--- config.mk ---
export PLATFORM = sky130hd
export DESIGN_NAME = fatoda_mac
export DESIGN_NICKNAME = d
export VERILOG_FILES = /design/src/rtl/core/fat32_offset_to_disk_address_macros.svh /design/src/rtl/core/fatoda_pkg.sv /design/src/rtl/core/fatoda_mac.sv
export SDC_FILE = /design/constraint.sdc
export NUM_CORES = 1
export LEC_CHECK = 0
export CORE_AREA = 2 2 169 171
export DETAILED_ROUTE_END_ITERATION = 10
export DIE_AREA = 0 0 171 173
export DONT_BUFFER_PORTS = 1
export GPL_ROUTABILITY_DRIVEN = 0
export GPL_TIMING_DRIVEN = 0
export MAX_ROUTING_LAYER = met4
export SLEW_MARGIN = 5
export SYNTH_ARGS = -nofsm -noshare
export SYNTH_HDL_FRONTEND = slang
export SYNTH_SLANG_ARGS = --single-unit
--- constraint.sdc ---
create_clock -name vclk -period 6.7
set_input_delay 0 -clock vclk [all_inputs]
set_output_delay 0 -clock vclk [all_outputs]
set_load 0.03 [all_outputs]
--- src/rtl/core/fat32_offset_to_disk_address_macros.svh ---
// Assertion macros shared by the cluster walk RTL.
// Included by the files that carry concurrent assertions; no other dependencies.
`ifndef FAT32_OFFSET_TO_DISK_ADDRESS_MACROS_SVH
`define FAT32_OFFSET_TO_DISK_ADDRESS_MACROS_SVH

`ifndef SYNTHESIS
`define FATODA_ASSERT_IMP(label, clk, rst_n, ante, cons) \
    label: assert property (@(posedge clk) disable iff (!rst_n) (ante) |-> (cons)) \
        else $error("assertion failed");
`define FATODA_ASSERT_NXT(label, clk, rst_n, ante, cons) \
    label: assert property (@(posedge clk) disable iff (!rst_n) (ante) |=> (cons)) \
        else $error("assertion failed");
`else
`define FATODA_ASSERT_IMP(label, clk, rst_n, ante, cons)
`define FATODA_ASSERT_NXT(label, clk, rst_n, ante, cons)
`endif

`endif

--- src/rtl/core/fatoda_pkg.sv ---
// Shared constants and types of the FAT32 cluster walk block.
// No dependencies; imported by every module of the block.
package fatoda_pkg;

    localparam int DEF_TABLE_ENTRIES = 4096;

    localparam int DATA_W   = 32;
    localparam int DIVD_W   = 31;
    localparam int DIVS_W   = 32;
    localparam int MUL_B_W  = 13;
    localparam int CSIZE_W  = 21;
    localparam int EPOCH_W  = 8;
    localparam int CFG_IDX_W = 3;

    localparam logic [DATA_W-1:0] END_MARK   = 32'h0FFF_FFF8;
    localparam logic [DATA_W-1:0] BAD_MARK   = 32'h0FFF_FFF7;
    localparam logic [DATA_W-1:0] RSV_MARK_A = 32'h0FFF_FFF0;
    localparam logic [DATA_W-1:0] RSV_MARK_B = 32'h0FFF_FFF6;

    localparam logic [2:0] ST_OK   = 3'd0;
    localparam logic [2:0] ST_END  = 3'd1;
    localparam logic [2:0] ST_BAD  = 3'd2;
    localparam logic [2:0] ST_RSV  = 3'd3;
    localparam logic [2:0] ST_FREE = 3'd4;

    localparam logic OP_LOAD  = 1'b0;
    localparam logic OP_XLATE = 1'b1;

    localparam logic [CFG_IDX_W-1:0] CFG_SECTOR_BYTES = 3'd0;
    localparam logic [CFG_IDX_W-1:0] CFG_SEC_PER_CLUS = 3'd1;
    localparam logic [CFG_IDX_W-1:0] CFG_RSVD_SECTORS = 3'd2;
    localparam logic [CFG_IDX_W-1:0] CFG_TABLE_COPIES = 3'd3;
    localparam logic [CFG_IDX_W-1:0] CFG_SEC_PER_TBL  = 3'd4;

    typedef struct packed {
        logic tbl_we;
        logic vis_we;
    } t_mem_ctl;

endpackage

--- src/rtl/core/fatoda_mac.sv ---
// Shared multiply-add unit: low 32 bits of a * b + c.
// Depends on fatoda_pkg.
module fatoda_mac (
    input  logic [fatoda_pkg::DATA_W-1:0]  i_a,
    input  logic [fatoda_pkg::MUL_B_W-1:0] i_b,
    input  logic [fatoda_pkg::DATA_W-1:0]  i_c,
    output logic [fatoda_pkg::DATA_W-1:0]  o_res
);
    import fatoda_pkg::*;

    logic [DATA_W+MUL_B_W-1:0] prod;

    assign prod  = {{MUL_B_W{1'b0}}, i_a} * {{DATA_W{1'b0}}, i_b};
    assign o_res = prod[DATA_W-1:0] + i_c;

endmodule

==> reports/qor_table.md, run 1 <==
| Parameter | Value |
|:---|:---|
| Outcome | completed |
| Number of port buffers | 0 |
| Total global routing track utilization | 21.1% |
| Post-synthesis mux area share | 0% |
| Total die area | 0.0296 mm^2 |
| FF+latch area | 0 um^2 |
| Synth Area in Simple Gates | 18.0% |
| Final wirelength | 29.0 mm |
| Final setup vio count | 0 |
| Initial core utilization | 39.6% |
| DRT antenna net count | 0 |
| Cells after DPL | 1,645 |
| Via count of the first global-routing pass | 8,722 |
| Post-Synthesis Net Count | 1,688 |
| Clock buffer cells | 0 |
| Arrival time worst endpoint | 6.35 ns |
| Netlist Area Pre-Place | 0.0109 mm^2 |
| Combinational family with the most area after synthesis | adder cells |
| Worst slew pin tran | 1.04 ns |
| Commonest non-fill, non-tap cells in the layout | sky130_fd_sc_hd__inv_1 (340), sky130_fd_sc_hd__fa_1 (284), sky130_fd_sc_hd__nand2_1 (181) |
| Yosys warning count | 0 |
| Total negative slack for setup checks | 0 ns |
| Register area share after synthesis | 0% |
| Worst slack at placement | -0.481 ns |
| Max-cap violation count | 0 |
| Floorplan die width | 171 um |
| Final setup margin | 0.353 ns |
| Relative slew slack | 29.3% |
| CTS hold repair buffers | 0 |
| Instance count of the mapped netlist | 1,267 |
| Row cnt | 61 |
| Antenna diode count | 0 |
| Hold Crit Class | primary input to output port |
| Number of nets in the finished design | 1,691 |
| Maximum fanout along the worst path | 10 |
| Startpoint Class | primary input |
| DR DRC count | 0 |
| Termination of the worst setup path | o_res[30] |
| Share of cells above drive strength 1 | 2.21% |
| Via-per-instance ratio | 4.85 |
| DP HPWL | 25.0 mm |
| Crit path capture type | output port |
| Number of endpoints with negative hold slack in the final report | 0 |
| CORE AREA | 0.0276 mm^2 |
| Final slew viol count | 0 |
| Overflow after GRT | 0 |
| Critical Path Start | i_b[4] |
| Synthesized-area fraction occupied by ao, oa, aoi and oai cells | 5.51% |
| Portion of the clock cycle consumed by the worst path in the final layout | 94.7% |
| Distinct cell type count of the synthesized netlist | 52 |
| Hold path startpoint | i_c[0] |
| Required arrival time at the worst endpoint | 6.70 ns |
| First-pass GRT wire length | 47.0 mm |
| Non-filler cells, final | 1,646 |
| Number of violations reported at the end of detailed-routing iteration 0 | 284 |
| Total I/O pin count | 109 |
| Per-instance average area after synthesis | 8.63 um^2 |
| Synthesis-to-finish area growth | 4.76% |
| Post-synthesis xor/xnor area fraction | 3.92% |
| Time the worst path needs with I/O delays and setup | 6.35 ns |
| Post-detailed-route wirelength per cell | 17.6 um |
| Antenna violations before repair | 0 |
| Most frequent standard cell in the layout excluding fill and tap cells | sky130_fd_sc_hd__inv_1 |
| Worst hold slack | 0.275 ns |
| Initial DRT Pass Iterations | 4 |
| Highest clock frequency the design can meet | 0.158 GHz |
| Post-Synth Adder-Cell Area | 58.9% |
| Setup repair after global routing missed its margin | false |
| Number of flip-flops and latches | 0 |
| Die Height | 173 um |
| Largest net degree at the start of global routing | 11 |
| Number of vias in the routed layout | 7,976 |
| Category of the most critical setup path | primary input to output port |
worst min path at each step:
| stage | end | slack (ns) | cells after the start |
|---|---|---|---|
| final | o_res[0] | 0.28 | 1 |
| after global routing | o_res[0] | 0.28 | 1 |
| after CTS | o_res[0] | 0.28 | 1 |
| after detailed placement | o_res[0] | 0.28 | 1 |
| after global placement | o_res[0] | 0.28 | 1 |
| after floorplan | o_res[0] | 0.27 | 1 |
routing by layer:
metal | part of all wire (%) | vias up | GRT usage (%)
li1 | - | 3632 | -
met1 | 42 | 4098 | 27.1
met2 | 50 | 195 | 35.7
met3 | 5.0 | 51 | 2.24
met4 | 2.8 | 0 | 4.98
met5 | 0 | - | -
synth_stat cells (all sizes together), types with 2 or more instances:
cell type | instances | area, um^2
o211ai | 3 | 27.5
clkbuf | 55 | 206
nand2b | 4 | 25.0
xor2 | 13 | 114
nand2 | 181 | 679
and4 | 2 | 17.5
a21o | 10 | 76.3
o21a | 5 | 37.5
o21ai | 16 | 80.1
a21oi | 27 | 135
and2 | 168 | 1050
nor3 | 3 | 15.0
ha | 60 | 751
o311ai | 2 | 25.0
a2111oi | 2 | 36.3
fa | 284 | 5690
and3 | 5 | 33.8
a211oi | 4 | 35.0
nand3 | 4 | 20.0
inv | 340 | 1280
nand4 | 3 | 25.0
o21bai | 3 | 22.5
xnor2 | 36 | 315
nor2 | 15 | 56.3
a31oi | 3 | 25.0
nor2b | 2 | 12.5
cell families after synthesis:
group	after synthesis
buf+inv	396
fa+ha+maj	344
xor+xnor	49
compound gates	86
simple gates	392
what timing repair did:
action | in CTS | in global routing
resized for setup | 8 | 10
setup buffers | 0 | 1
endpoints found under the setup margin | 9 | 10
cloned | 0 | 0
pin swaps | 0 | 1
layout make-up:
class,count,area [um^2]
timing repair buffer,1,7.51
tap,378,473
fill,2854,16200
inverter,340,1280
buffer,56,229
multi-input combinational,871,9470
worst max-delay path, cell delays in order:
cell	delay [ns]
sky130_fd_sc_hd__clkbuf_2	0.27
sky130_fd_sc_hd__clkbuf_2	0.39
sky130_fd_sc_hd__nand2_1	0.13
sky130_fd_sc_hd__fa_1	0.59
sky130_fd_sc_hd__fa_1	0.45
sky130_fd_sc_hd__fa_1	0.54
sky130_fd_sc_hd__inv_1	0.05
sky130_fd_sc_hd__fa_1	0.45
sky130_fd_sc_hd__fa_1	0.49
sky130_fd_sc_hd__inv_1	0.05
sky130_fd_sc_hd__fa_1	0.47
sky130_fd_sc_hd__inv_1	0.04
sky130_fd_sc_hd__ha_1	0.36
sky130_fd_sc_hd__and3_1	0.23
sky130_fd_sc_hd__and3_1	0.20
sky130_fd_sc_hd__nand4_2	0.22
sky130_fd_sc_hd__a2111oi_4	0.35
sky130_fd_sc_hd__buf_4	0.20
sky130_fd_sc_hd__o311ai_2	0.17
sky130_fd_sc_hd__a31oi_1	0.30
sky130_fd_sc_hd__xor2_2	0.39
stage by stage:
step	util, %	area (um^2)
after global routing	41.5	11500
after detailed placement	41.3	11400
final	41.5	11500
after CTS	41.4	11400
after global placement	41.3	11400
after floorplan	-	10900
Power of run 1 is not shown: default switching activity piles up to over one toggle a cycle in this logic, so the estimate is an artifact.
==> run 2: changes to the inputs <==
--- a/config.mk
+++ b/config.mk
@@ -12,6 +12,7 @@
 export GPL_ROUTABILITY_DRIVEN = 0
 export GPL_TIMING_DRIVEN = 0
 export MAX_ROUTING_LAYER = met4
+export PLACE_DENSITY_LB_ADDON = 0.2
 export SLEW_MARGIN = 5
 export SYNTH_ARGS = -nofsm -noshare
 export SYNTH_HDL_FRONTEND = slang
==> run 2 against run 1 <==
Non-clock buffer count did not move; via count shrank 1.5%; flip-flop and latch count is the same; wire length up 1.3%; die area unchanged; hold slack improved by 0.0048 ns; global-route usage grew 0.067 points; fmax down 1.3%.
==> reports/qor_table.md, run 2 (synthesis results as in run 1) <==
| Parameter | Value | vs previous |
|:---|:---|:---|
| Number of violations reported at the end of detailed-routing iteration 0 | 272 | -4.2% |
| Detailed-routed wire length on met3 | 1.14 mm | -21% |
| Number of port buffers | 0 | unchanged |
| Hold worst-path end | o_res[0] |  |
| Critical Path Start | i_b[4] |  |
| Maximum fanout along the worst path | 10 | unchanged |
| Hold Crit Class | primary input to output port |  |
| Number of endpoints with negative hold slack in the final report | 0 | unchanged |
| Number of vias in the routed layout | 7,857 | -1.5% |
| Die Height | 173 um | unchanged |
| Via-per-instance ratio | 4.77 | -1.5% |
| Cells after DPL | 1,645 | unchanged |
| Worst hold stages | 1 | unchanged |
| Post-detailed-route wirelength per cell | 17.9 um | +1.3% |
| Cell type of the slowest stage on the worst timing path | sky130_fd_sc_hd__fa_1 |  |
| Highest clock frequency the design can meet | 0.155 GHz | -1.3% |
| Number of flip-flops and latches | 0 | unchanged |
| Ordered list of cells on the worst path | clkbuf_2 -> buf_2 -> nand2_1 -> fa_1 -> fa_1 -> fa_1 -> inv_1 -> fa_1 -> fa_1 -> inv_1 -> fa_1 -> inv_1 -> ha_1 -> and3_1 -> and3_1 -> nand4_2 -> a2111oi_4 -> buf_4 -> o311ai_2 -> a31oi_1 -> xor2_2 |  |
| Arrival time worst endpoint | 6.43 ns | +0.08 ns |
| Max-cap violation count | 0 | unchanged |
| DR DRC count | 0 | unchanged |
| Outcome | completed |  |
| First-pass GRT wire length | 46.9 mm | -0.26% |
| Number of nets in the finished design | 1,691 | unchanged |
| Final setup vio count | 0 | unchanged |
| Via count of the first global-routing pass | 8,446 | -3.2% |
| Total I/O pin count | 109 | unchanged |
| Row cnt | 61 | unchanged |
| Most frequent standard cell in the layout excluding fill and tap cells | sky130_fd_sc_hd__inv_1 |  |
| Crit path capture type | output port |  |
| Portion of the clock cycle consumed by the worst path in the final layout | 96.0% | +1.3 points |
| Total die area | 0.0296 mm^2 | unchanged |
| Final wirelength | 29.4 mm | +1.3% |
| Total global routing track utilization | 21.1% | +0.067 points |
| Synthesis-to-finish area growth | 4.91% |  |
| DP HPWL | 25.3 mm | +1.3% |
| Hold path startpoint | i_c[0] |  |
| Antenna diode count | 0 | unchanged |
| FF+latch area | 0 um^2 | unchanged |
| Area taken by multi-input logic gates | 0.00949 mm^2 | +0.16% |
| Time the worst path needs with I/O delays and setup | 6.43 ns | +0.0841 ns |
| Antenna violations before repair | 0 | unchanged |
| Final setup margin | 0.269 ns | -0.0841 ns |
| Share of cells above drive strength 1 | 2.44% | +0.24 points |
| Worst slew pin tran | 1.08 ns | +0.0342 ns |
| Category of the most critical setup path | primary input to output port |  |
| Initial DRT Pass Iterations | 5 | +1 |
| CTS hold repair buffers | 0 | unchanged |
| Commonest non-fill, non-tap cells in the layout | sky130_fd_sc_hd__inv_1 (340), sky130_fd_sc_hd__fa_1 (284), sky130_fd_sc_hd__nand2_1 (181) |  |
| Relative slew slack | 27.0% | -2.3 points |
| Initial core utilization | 39.6% | unchanged |
| Critical Path Most Common Cell | sky130_fd_sc_hd__fa_1 |  |
| Detailed-route wire length on metal 1 | 12.8 mm | +4.8% |
| DRT antenna net count | 0 | unchanged |
| Final-layout fill cell count | 2,936 | +2.9% |
| Total met2 wirelength after detailed routing | 15.1 mm | +3.5% |
| Highest layer used for signal routing | met4 |  |
| Required arrival time at the worst endpoint | 6.70 ns | about the same |
| Final slew viol count | 0 | unchanged |
| Floorplan die width | 171 um | unchanged |
| CORE AREA | 0.0276 mm^2 | unchanged |
| Largest stage delay, worst path | 0.59 ns | about the same |
| Non-filler cells, final | 1,646 | unchanged |
| Worst slack at placement | -0.531 ns | -0.0494 ns |
| Startpoint Class | primary input |  |
| Largest net degree at the start of global routing | 11 | unchanged |
| Clock buffer cells | 0 | unchanged |
| Overflow after GRT | 0 | unchanged |
==> run 2: worst max path at each step <==
stage                            to  slack [ns]
final                     o_res[30]        0.27
after global routing      o_res[30]      -0.006
after CTS                 o_res[30]        0.08
after detailed placement  o_res[30]       -0.53
after global placement    o_res[18]       -0.56
after floorplan           o_res[18]        0.55
==> run 2: layout make-up <==
cell class / instances / area share [%]
plain buffers: 56 / 2.01
multi-input cells: 871 / 82.7
repair buffers: 1 / 0.0654
inverters: 340 / 11.1
well taps: 378 / 4.12
==> run 2: critical path, delay by kind of cell <==
family	cells	cell delay, ns
AO/OA/AOI/OAI	3	0.85
XOR/XNOR	1	0.39
adder cells (fa/ha/maj)	7	3.36
buffers and inverters	6	1.00
AND/OR/NAND/NOR	4	0.80
==> run 2: per-layer routing <==
layer / vias to the layer above / track usage (%)
li1: 3638 / -
met1: 4025 / 28.0
met2: 170 / 36.5
met3: 24 / 1.81
met4: 0 / 2.37
met5: - / -
==> run 2: what timing repair did <==
item | 4_1_cts | 5_1_grt
pin swaps | 0 | 1
setup endpoints to repair | 9 | 6
buffers inserted | 0 | 1
resized for setup | 14 | 6
==> run 2: metrics by stage <==
stage	TNS [ns]	utilization, %	cell area [um^2]	hold WS [ns]
after floorplan	0	-	10900	0.270
after global placement	-3.20	41.3	11400	0.278
after global routing	-0.00612	41.5	11500	0.292
after detailed placement	-3.10	41.3	11400	0.279
after CTS	0	41.5	11500	0.279
final	0	41.5	11500	0.280
Power of run 2 is left out for the same reason.
