[src/rtl/core/fat32_offset_to_disk_address_macros.svh]
// Assertion macros shared by the cluster walk RTL.
// Included by the files that carry concurrent assertions; no other dependencies.
`ifndef FAT32_OFFSET_TO_DISK_ADDRESS_MACROS_SVH
`define FAT32_OFFSET_TO_DISK_ADDRESS_MACROS_SVH

`ifndef SYNTHESIS
`define FATODA_ASSERT_IMP(label, clk, rst_n, ante, cons) \
    label: assert property (@(posedge clk) disable iff (!rst_n) (ante) |-> (cons)) \
        else $error("assertion failed");
`define FATODA_ASSERT_NXT(label, clk, rst_n, ante, cons) \
    label: assert property (@(posedge clk) disable iff (!rst_n) (ante) |=> (cons)) \
        else $error("assertion failed");
`else
`define FATODA_ASSERT_IMP(label, clk, rst_n, ante, cons)
`define FATODA_ASSERT_NXT(label, clk, rst_n, ante, cons)
`endif

`endif

[src/rtl/core/fatoda_pkg.sv]
// Shared constants and types of the FAT32 cluster walk block.
// No dependencies; imported by every module of the block.
package fatoda_pkg;

    localparam int DEF_TABLE_ENTRIES = 4096;

    localparam int DATA_W   = 32;
    localparam int DIVD_W   = 31;
    localparam int DIVS_W   = 32;
    localparam int MUL_B_W  = 13;
    localparam int CSIZE_W  = 21;
    localparam int EPOCH_W  = 8;
    localparam int CFG_IDX_W = 3;

    localparam logic [DATA_W-1:0] END_MARK   = 32'h0FFF_FFF8;
    localparam logic [DATA_W-1:0] BAD_MARK   = 32'h0FFF_FFF7;
    localparam logic [DATA_W-1:0] RSV_MARK_A = 32'h0FFF_FFF0;
    localparam logic [DATA_W-1:0] RSV_MARK_B = 32'h0FFF_FFF6;

    localparam logic [2:0] ST_OK   = 3'd0;
    localparam logic [2:0] ST_END  = 3'd1;
    localparam logic [2:0] ST_BAD  = 3'd2;
    localparam logic [2:0] ST_RSV  = 3'd3;
    localparam logic [2:0] ST_FREE = 3'd4;

    localparam logic OP_LOAD  = 1'b0;
    localparam logic OP_XLATE = 1'b1;

    localparam logic [CFG_IDX_W-1:0] CFG_SECTOR_BYTES = 3'd0;
    localparam logic [CFG_IDX_W-1:0] CFG_SEC_PER_CLUS = 3'd1;
    localparam logic [CFG_IDX_W-1:0] CFG_RSVD_SECTORS = 3'd2;
    localparam logic [CFG_IDX_W-1:0] CFG_TABLE_COPIES = 3'd3;
    localparam logic [CFG_IDX_W-1:0] CFG_SEC_PER_TBL  = 3'd4;

    typedef struct packed {
        logic tbl_we;
        logic vis_we;
    } t_mem_ctl;

endpackage

[src/rtl/core/fatoda_div.sv]
// Restoring serial divider, one quotient bit per cycle.
// Depends on fatoda_pkg and the assertion macro header.
`include "fat32_offset_to_disk_address_macros.svh"

module fatoda_div (
    input  logic                        i_clk,
    input  logic                        i_rst_n,
    input  logic                        i_start,
    input  logic [fatoda_pkg::DIVD_W-1:0] i_dividend,
    input  logic [fatoda_pkg::DIVS_W-1:0] i_divisor,
    output logic                        o_done,
    output logic [fatoda_pkg::DIVD_W-1:0] o_quot,
    output logic [fatoda_pkg::DIVS_W-1:0] o_rem
);
    import fatoda_pkg::*;

    localparam int CNT_W = $clog2(DIVD_W);

    logic                r_busy;
    logic                r_done;
    logic [CNT_W-1:0]    r_cnt;
    logic [DIVS_W-1:0]   r_rem;
    logic [DIVS_W-1:0]   r_dvs;
    logic [DIVD_W-1:0]   r_quot;

    logic [DIVS_W:0]     trial;
    logic                fits;

    assign trial = {r_rem, r_quot[DIVD_W-1]};
    assign fits  = trial >= {1'b0, r_dvs};

    always_ff @(posedge i_clk) begin
        if (!i_rst_n) begin
            r_busy <= 1'b0;
            r_done <= 1'b0;
            r_cnt  <= '0;
        end else begin
            if (i_start) begin
                r_busy <= 1'b1;
                r_done <= 1'b0;
                r_cnt  <= '0;
                r_rem  <= '0;
                r_dvs  <= i_divisor;
                r_quot <= i_dividend;
            end else if (r_busy) begin
                if (fits) begin
                    r_rem <= DIVS_W'(trial - {1'b0, r_dvs});
                end else begin
                    r_rem <= trial[DIVS_W-1:0];
                end
                r_quot <= {r_quot[DIVD_W-2:0], fits};
                r_cnt  <= r_cnt + 1'b1;
                if (r_cnt == CNT_W'(DIVD_W - 1)) begin
                    r_busy <= 1'b0;
                    r_done <= 1'b1;
                end else begin
                    r_done <= 1'b0;
                end
            end else begin
                r_done <= 1'b0;
            end
        end
    end

    assign o_done = r_done;
    assign o_quot = r_quot;
    assign o_rem  = r_rem;

    `FATODA_ASSERT_IMP(a_div_start_idle, i_clk, i_rst_n, i_start, !r_busy)
    `FATODA_ASSERT_IMP(a_div_rem_bound, i_clk, i_rst_n, r_done, r_rem < r_dvs)

endmodule

[config.mk]
export PLATFORM = sky130hd
export DESIGN_NAME = fatoda_div
export DESIGN_NICKNAME = d
export VERILOG_FILES = /design/src/rtl/core/fatoda_pkg.sv /design/src/rtl/core/fatoda_div.sv
export VERILOG_INCLUDE_DIRS = /design/src /design/src/rtl/core
export SDC_FILE = /design/constraint.sdc
export NUM_CORES = 1
export LEC_CHECK = 0
export BUFFER_PORTS_ARGS = -buffer_cell sky130_fd_sc_hd__buf_2
export CORE_UTILIZATION = 28
export DETAILED_ROUTE_END_ITERATION = 7
export GPL_ROUTABILITY_DRIVEN = 0
export GPL_TIMING_DRIVEN = 0
export PLACE_DENSITY = 0.52
export RECOVER_POWER = 100
export REMOVE_ABC_BUFFERS = 1
export SYNTH_ARGS = -nofsm -noshare
export SYNTH_HDL_FRONTEND = slang
export SYNTH_SLANG_ARGS = --single-unit
[constraint.sdc]
create_clock -name i_clk -period 8.7 [get_ports i_clk]
set_input_delay 1.74 -clock i_clk [delete_from_list [all_inputs] [get_ports i_clk]]
set_output_delay 1.74 -clock i_clk [all_outputs]
set_load 0.01 [all_outputs]
==> metrics.md, run 1 <==
| Metric | Value |
|---|---|
| Status | `finished with violations` |
| Failing checks | `max-capacitance violations, max-slew violations` |
| Synth cell types | `56` |
| Main synth FF type | `edfxtp_1` |
| Starting Density | `28.5%` |
| Clock root buffer master | `clkbuf_16` |
| Worst setup SP type | `primary input` |
| R2r endpoint | `o_rem[10]` |
| Final wirelength | `13700 um` |
| Die area | `21900 um2` |
| Final worst-path cycle share | `61.2%` |
| GRT Max-Usage Layer | `met2` |
| Inst Count DP | `900` |
| GR Layer Usage met2 | `22.3%` |
| CTS clk-pin slew, worst paths | `0.07 ns` |
| Post-CTS sizing | `0` |
| Inserted Clock Buffers | `9` |
| Crit path DAT | `5.38 ns` |
| Setup_tns | `0 ns` |
| Hold path depth | `2` |
| Routed Antenna Nets | `0` |
| P_int | `983 uW` |
| CP max FO | `71` |
| Sequential area share after synthesis | `50.1%` |
| DIE WIDTH | `148 um` |
| Fraction of registers with async set or reset after synthesis | `0%` |
| WP data required | `8.76 ns` |
| Sequential cell area | `2990 um2` |
| First-pass GRT wire length | `22700 um` |
| Max rail drop VDD | `0.0838 mV` |
| Vias per Instance | `4.77` |
| Post-Syn Instances | `514` |
| Compound-Gate Fraction of Synth Area | `13.8%` |
| DP HPWL | `10300 um` |
| Worst Hold Class | `flip-flop to flip-flop` |
| Fmax | `188 MHz` |
| Main combinational cell family by area after synthesis | `compound AO/OA/AOI/OAI gates` |
| Critical path class | `primary input to flip-flop` |
| Antenna cells | `0` |
| Crit path cell chain | `clkbuf_1, nand2_1, inv_1, buf_16` |
| GRT Total Usage | `13.1%` |
| Post-Synth Adder-Cell Area | `7.45%` |
| Most frequent cells in the layout | `95 x edfxtp_1, 68 x clkbuf_1, 64 x buf_2` |
| Met1 Track Usage GR | `15.8%` |
| Filler instances | `2214` |
| WL/cell | `15.0 um` |
| Xor and xnor area share after synthesis | `4.54%` |
| Total power | `1400 uW` |
| Max_slew headroom | `-133%` |
| Min Clock Period, post-route | `5.33 ns` |
| Post-synthesis cell area | `5980 um2` |
| Largest net degree at the start of global routing | `72` |
| Die H | `148 um` |
| DRC viols | `0` |
| R2R depth | `12` |
| Post-synthesis sequential element count | `102` |
| Simple-gate portion of the synthesized area | `9.30%` |
| Slowest CP cell | `clkbuf_1` |
| Share of cells above drive strength 1 | `20.3%` |
| Psw | `421 uW` |
| Leak | `0.00294 uW` |
| I/O pins | `130` |
| Most common cell after layout, fill and taps aside | `edfxtp_1` |
| Initial DRC Count | `190` |
| EDFF count, synth | `95` |
| Port Buffer Count | `129` |
| H-tree depth | `3` |
| Initial antenna violation count | `1` |
| RSZ-0062 raised after global routing | `no` |
| Hold_buf cts | `0` |
| Synth-to-layout area growth | `19.0%` |
| Worst Hold End | `r_cnt[4]` |
| Final Hold Violating Endpoints | `0` |
| Multi-input gate area | `2640 um2` |
| Clock tree buffer depth | `2` |
| Met3 usage | `4.23%` |
| Synth Area per Inst | `11.6 um2` |
| Core area | `21000 um2` |
| Fin nets | `737` |
| Via count | `4370` |
| Worst-margin pin slew | `3.49 ns` |
| Worst Hold Launch | `r_cnt[4]` |
| Post-synthesis mux area share | `9.53%` |
| # setup viols final | `0` |
| Max-slew violations | `72` |
| Hold slack | `0.520 ns` |
| Total of max-cap violations | `1` |
| Total gr overflow | `0` |
| Clk pwr share | `29.2%` |
| Row cnt | `53` |
| Largest stage delay on the critical path | `2.36 ns` |
| Pwr Density | `197 nW/um2` |
| Flop pwr share | `43.6%` |
| Combinational share of power | `27.2%` |
| Launching point of the worst reg2reg path | `o_rem[13]` |
| Final setup skew | `0.00671 ns` |
| CP Capture Type | `flip-flop` |
| CTS tree | `done` |
| DR pass1 iterations | `5` |
| YS warnings | `0` |
| Non-filler instance count after layout | `916` |
| Vias in the first global route | `4510` |
| Register-to-register path setup slack | `5.16 ns` |
| Setup Fix Bufs, Post-CTS | `0` |
| Clk sinks | `102` |
| Sw frac | `30.0%` |
| Clock latency on the worst-skew pair | `0.35 ns` |
power groups by stage:
stage	combinational (uW)	sequential [uW]	clock, uW
after global placement	378	623	0
after floorplan	263	631	0
after CTS	398	612	428
after detailed placement	395	622	0
after global routing	426	618	448
final	382	613	410
worst max-delay path: cells and delay by family:
family / cells / cell delay (ns)
buf+inv: 3 / 3.36
simple gates: 1 / 0.19
metrics by stage:
step	worst slack [ns]	area [um2]	utilization, %
after floorplan	5.07	5830	-
after global placement	3.04	6820	32.5
after detailed placement	4.85	6930	33.1
after CTS	5.23	7230	34.5
after global routing	2.79	7110	33.9
final	3.37	7110	33.9
logic make-up after synthesis:
kind of cell / Yosys count
AOI/OAI and AO/OA: 113
xor gates and xnor gates: 31
adders and majority gates: 35
buffers and inverters: 68
DFF: 102
muxes: 53
and+or+nand+nor: 112
registers in the layout, summed over array words and instances, names as in the netlist:
register,cells
o_done,1
o_rem,32
o_quot,31
r_busy,1
r_cnt,5
r_dvs,32
how the worst max path moves through the flow:
stage          startpoint         end  slack [ns]  cells after the start
2_1_floorplan     i_rst_n   o_quot[0]        5.07                      1
3_3_place_gp      i_start  o_quot[30]        3.04                      2
3_5_place_dp      i_start   r_dvs[30]        4.85                      4
4_1_cts         o_rem[18]   o_rem[10]        5.23                     12
5_1_grt           i_start   r_dvs[24]        2.79                      4
6_report          i_start   r_dvs[29]        3.37                      4
per-layer routing:
metal | part of all wire [%] | wire (um)
met1 | 44 | 6040
met2 | 48 | 6650
met3 | 6.3 | 864
met4 | 1.2 | 158
met5 | 0.095 | 13
final cells by class:
type,instances,area share [%]
multi-input cells,344,37.1
well taps,275,4.84
flip-flops and latches,102,42.1
repair buffers,133,9.38
clock inverters,2,0.193
inverters,46,2.43
clock buffers,14,4.03
Yosys cell counts, types with 3 or more instances:
| cell | n | area [um2] |
|---|---|---|
| edfxtp_1 | 95 | 2850 |
| inv_1 | 46 | 173 |
| nor2_1 | 40 | 150 |
| ha_1 | 34 | 425 |
| mux2_2 | 31 | 349 |
| a21oi_1 | 30 | 150 |
| mux2i_1 | 22 | 220 |
| nand2_1 | 21 | 78.8 |
| xor2_1 | 18 | 158 |
| a21o_1 | 17 | 128 |
| xnor2_1 | 13 | 114 |
| o21ai_0 | 12 | 60.1 |
| a211oi_2 | 9 | 113 |
| clkbuf_1 | 9 | 33.8 |
| nand3_1 | 9 | 45.0 |
| nand4_1 | 9 | 56.3 |
| a31oi_1 | 8 | 50.1 |
| nor2_2 | 8 | 50.1 |
| and3_1 | 7 | 43.8 |
| dfxtp_1 | 7 | 140 |
| buf_2 | 6 | 30.0 |
| o21bai_1 | 6 | 45.0 |
| nor3_1 | 4 | 20.0 |
| o211ai_1 | 4 | 30.0 |
| o21a_1 | 4 | 30.0 |
| buf_8 | 3 | 45.0 |
No activity file was read; power rests on OpenSTA's default activity.
==> run 2: changes to the inputs <==
- clock period: 8.7 -> 4.95 ns (I/O delays scaled with it)
==> metrics.md, run 2 (synthesis results as in run 1) <==
| Metric | Value |
|---|---|
| Sw frac | `30.2% (was 30.0%)` |
| Antenna cells | `0 (unchanged)` |
| Fin nets | `737 (unchanged)` |
| Port Buffer Count | `129 (unchanged)` |
| Post-CTS sizing | `0 (unchanged)` |
| GRT Total Usage | `13.1% (unchanged)` |
| Worst Hold Class | `flip-flop to flip-flop (unchanged)` |
| Core area | `21000 um2 (unchanged)` |
| # setup viols final | `0 (unchanged)` |
| DP HPWL | `10300 um (unchanged)` |
| Crit path DAT | `4.00 ns (was 5.38 ns)` |
| Final Hold Violating Endpoints | `0 (unchanged)` |
| Row cnt | `53 (unchanged)` |
| Total gr overflow | `0 (unchanged)` |
| Total power | `2460 uW (was 1400 uW)` |
| Total of max-cap violations | `0 (was 1)` |
| Largest net degree at the start of global routing | `72 (unchanged)` |
| First-pass GRT wire length | `22700 um (unchanged)` |
| WL/cell | `15.0 um (about the same)` |
| Initial DRC Count | `198 (was 190)` |
| Clk sinks | `102 (unchanged)` |
| Met3 usage | `4.23% (unchanged)` |
| Routed Antenna Nets | `0 (unchanged)` |
| Status | `finished, final reports clean (was finished with violations)` |
| Clk pwr share | `29.5% (was 29.2%)` |
| CP Buf/Inv Count | `2 (was 3)` |
| Fmax | `257 MHz` |
| DIE WIDTH | `148 um (unchanged)` |
| Initial antenna violation count | `1 (unchanged)` |
| Flop pwr share | `43.8% (was 43.6%)` |
| H-tree depth | `3 (unchanged)` |
| Worst setup SP type | `flip-flop (was primary input)` |
| Filler instances | `2226 (was 2214)` |
| Max_slew headroom | `13.1% (was -133%)` |
| DR pass1 iterations | `5 (unchanged)` |
| GRT Max-Usage Layer | `met2 (unchanged)` |
| Die H | `148 um (unchanged)` |
| Die area | `21900 um2 (unchanged)` |
| Slowest CP cell | `o31ai_1 (was clkbuf_1)` |
| CTS tree | `done (unchanged)` |
| Clock root buffer master | `clkbuf_16 (unchanged)` |
| P_int | `1720 uW (was 983 uW)` |
| Clock latency on the worst-skew pair | `0.35 ns (about the same)` |
| Setup_tns | `0 ns (unchanged)` |
| Largest stage delay on the critical path | `0.53 ns (was 2.36 ns)` |
| Cell family with most CP delay | `compound AO/OA/AOI/OAI gates (was buffers and inverters)` |
| Min Clock Period, post-route | `3.90 ns` |
| WP data required | `5.05 ns (was 8.76 ns)` |
| Met1 Track Usage GR | `15.8% (unchanged)` |
| Max-slew violations | `0 (was 72)` |
| GR Layer Usage met2 | `22.3% (unchanged)` |
| Inserted Clock Buffers | `9 (unchanged)` |
| DRC viols | `0 (unchanged)` |
| Most frequent cells in the layout | `95 x edfxtp_1, 68 x clkbuf_1, 64 x buf_2 (unchanged)` |
| RSZ-0062 raised after global routing | `no (unchanged)` |
| I/O pins | `130 (unchanged)` |
| Vias per Instance | `4.78 (was 4.77)` |
| Via count | `4374 (was 4370)` |
| Clock tree buffer depth | `2 (unchanged)` |
| Pwr Density | `349 nW/um2 (was 197 nW/um2)` |
| Most common cell after layout, fill and taps aside | `edfxtp_1 (unchanged)` |
| Final setup skew | `0.00815 ns (was 0.00671 ns)` |
| Final wirelength | `13800 um (was 13700 um)` |
| Combinational share of power | `26.8% (was 27.2%)` |
| Worst-margin pin slew | `1.30 ns (was 3.49 ns)` |
| Share of cells above drive strength 1 | `20.3% (unchanged)` |
| CP max FO | `19 (was 71)` |
| Psw | `743 uW (was 421 uW)` |
| Vias in the first global route | `4510 (unchanged)` |
| Starting Density | `28.5% (unchanged)` |
| CTS clk-pin slew, worst paths | `0.07 ns (about the same)` |
| Critical path class | `flip-flop to flip-flop (was primary input to flip-flop)` |
| CP Capture Type | `flip-flop (unchanged)` |
| Max rail drop VDD | `0.148 mV (was 0.0838 mV)` |
| Setup Fix Bufs, Post-CTS | `0 (unchanged)` |
| Leak | `0.00292 uW (was 0.00294 uW)` |
| Synth-to-layout area growth | `18.0% (was 19.0%)` |
| Crit path cell chain | `ha_1, a21oi_1, nand2_1, o211ai_1, nand3_2, o31ai_1, o211a_1, o21ai_4, buf_16, clkbuf_2, mux2_2 (was clkbuf_1, nand2_1, inv_1, buf_16)` |
| Hold_buf cts | `0 (unchanged)` |
| Hold slack | `0.527 ns (was 0.520 ns)` |
| Final worst-path cycle share | `78.7%` |
[run 2: through the flow]
stage	instances	setup slack, ns	cell area (um2)	utilization, %
after floorplan	492	1.56	5830	-
after global placement	896	0.0443	6820	32.5
after detailed placement	900	1.48	6930	33.1
after CTS	916	1.48	7230	34.5
after global routing	916	0.728	7050	33.7
final	916	1.05	7050	33.7
[run 2: cell type report]
class,instances,area [um2],share of cell area (%)
clock inverter,2,13.8,0.195
tap,275,344,4.88
multi-input combinational,344,2640,37.4
inverter,46,173,2.45
clock buffer,14,287,4.06
timing repair buffer,133,609,8.64
sequential,102,2990,42.4
[run 2: path summary, 6_finish.rpt]
kind	from	end	slack, ns	cells past startpoint
setup / recovery	o_rem[5]	o_quot[0]	1.05	11
hold / removal	r_cnt[4]	r_cnt[4]	0.53	2
setup reg to reg	o_rem[5]	o_quot[0]	1.05	11
hold reg to reg	r_cnt[4]	r_cnt[4]	0.53	2
[run 2: worst register-to-register path, cell delays in order (launching register included)]
cell and delay [ns]:
edfxtp_1 0.43, ha_1 0.41, a21oi_1 0.34, nand2_1 0.12
o211ai_1 0.21, nand3_2 0.14, o31ai_1 0.54, o211a_1 0.28
o21ai_4 0.16, buf_16 0.24, clkbuf_2 0.38, mux2_2 0.41
[run 2: layer usage]
layer	vias to the layer above	wire, um
met3	15	819
met5	-	17
li1	2142	-
met2	100	6650
met1	2115	6120
met4	2	164
[run 2: power by group through the flow]
stage,sequential [uW],combinational [uW],clock (uW)
4_1_cts,1080,699,752
6_report,1080,658,725
2_1_floorplan,1110,462,0
5_1_grt,1090,736,787
3_3_place_gp,1100,664,0
3_5_place_dp,1090,694,0
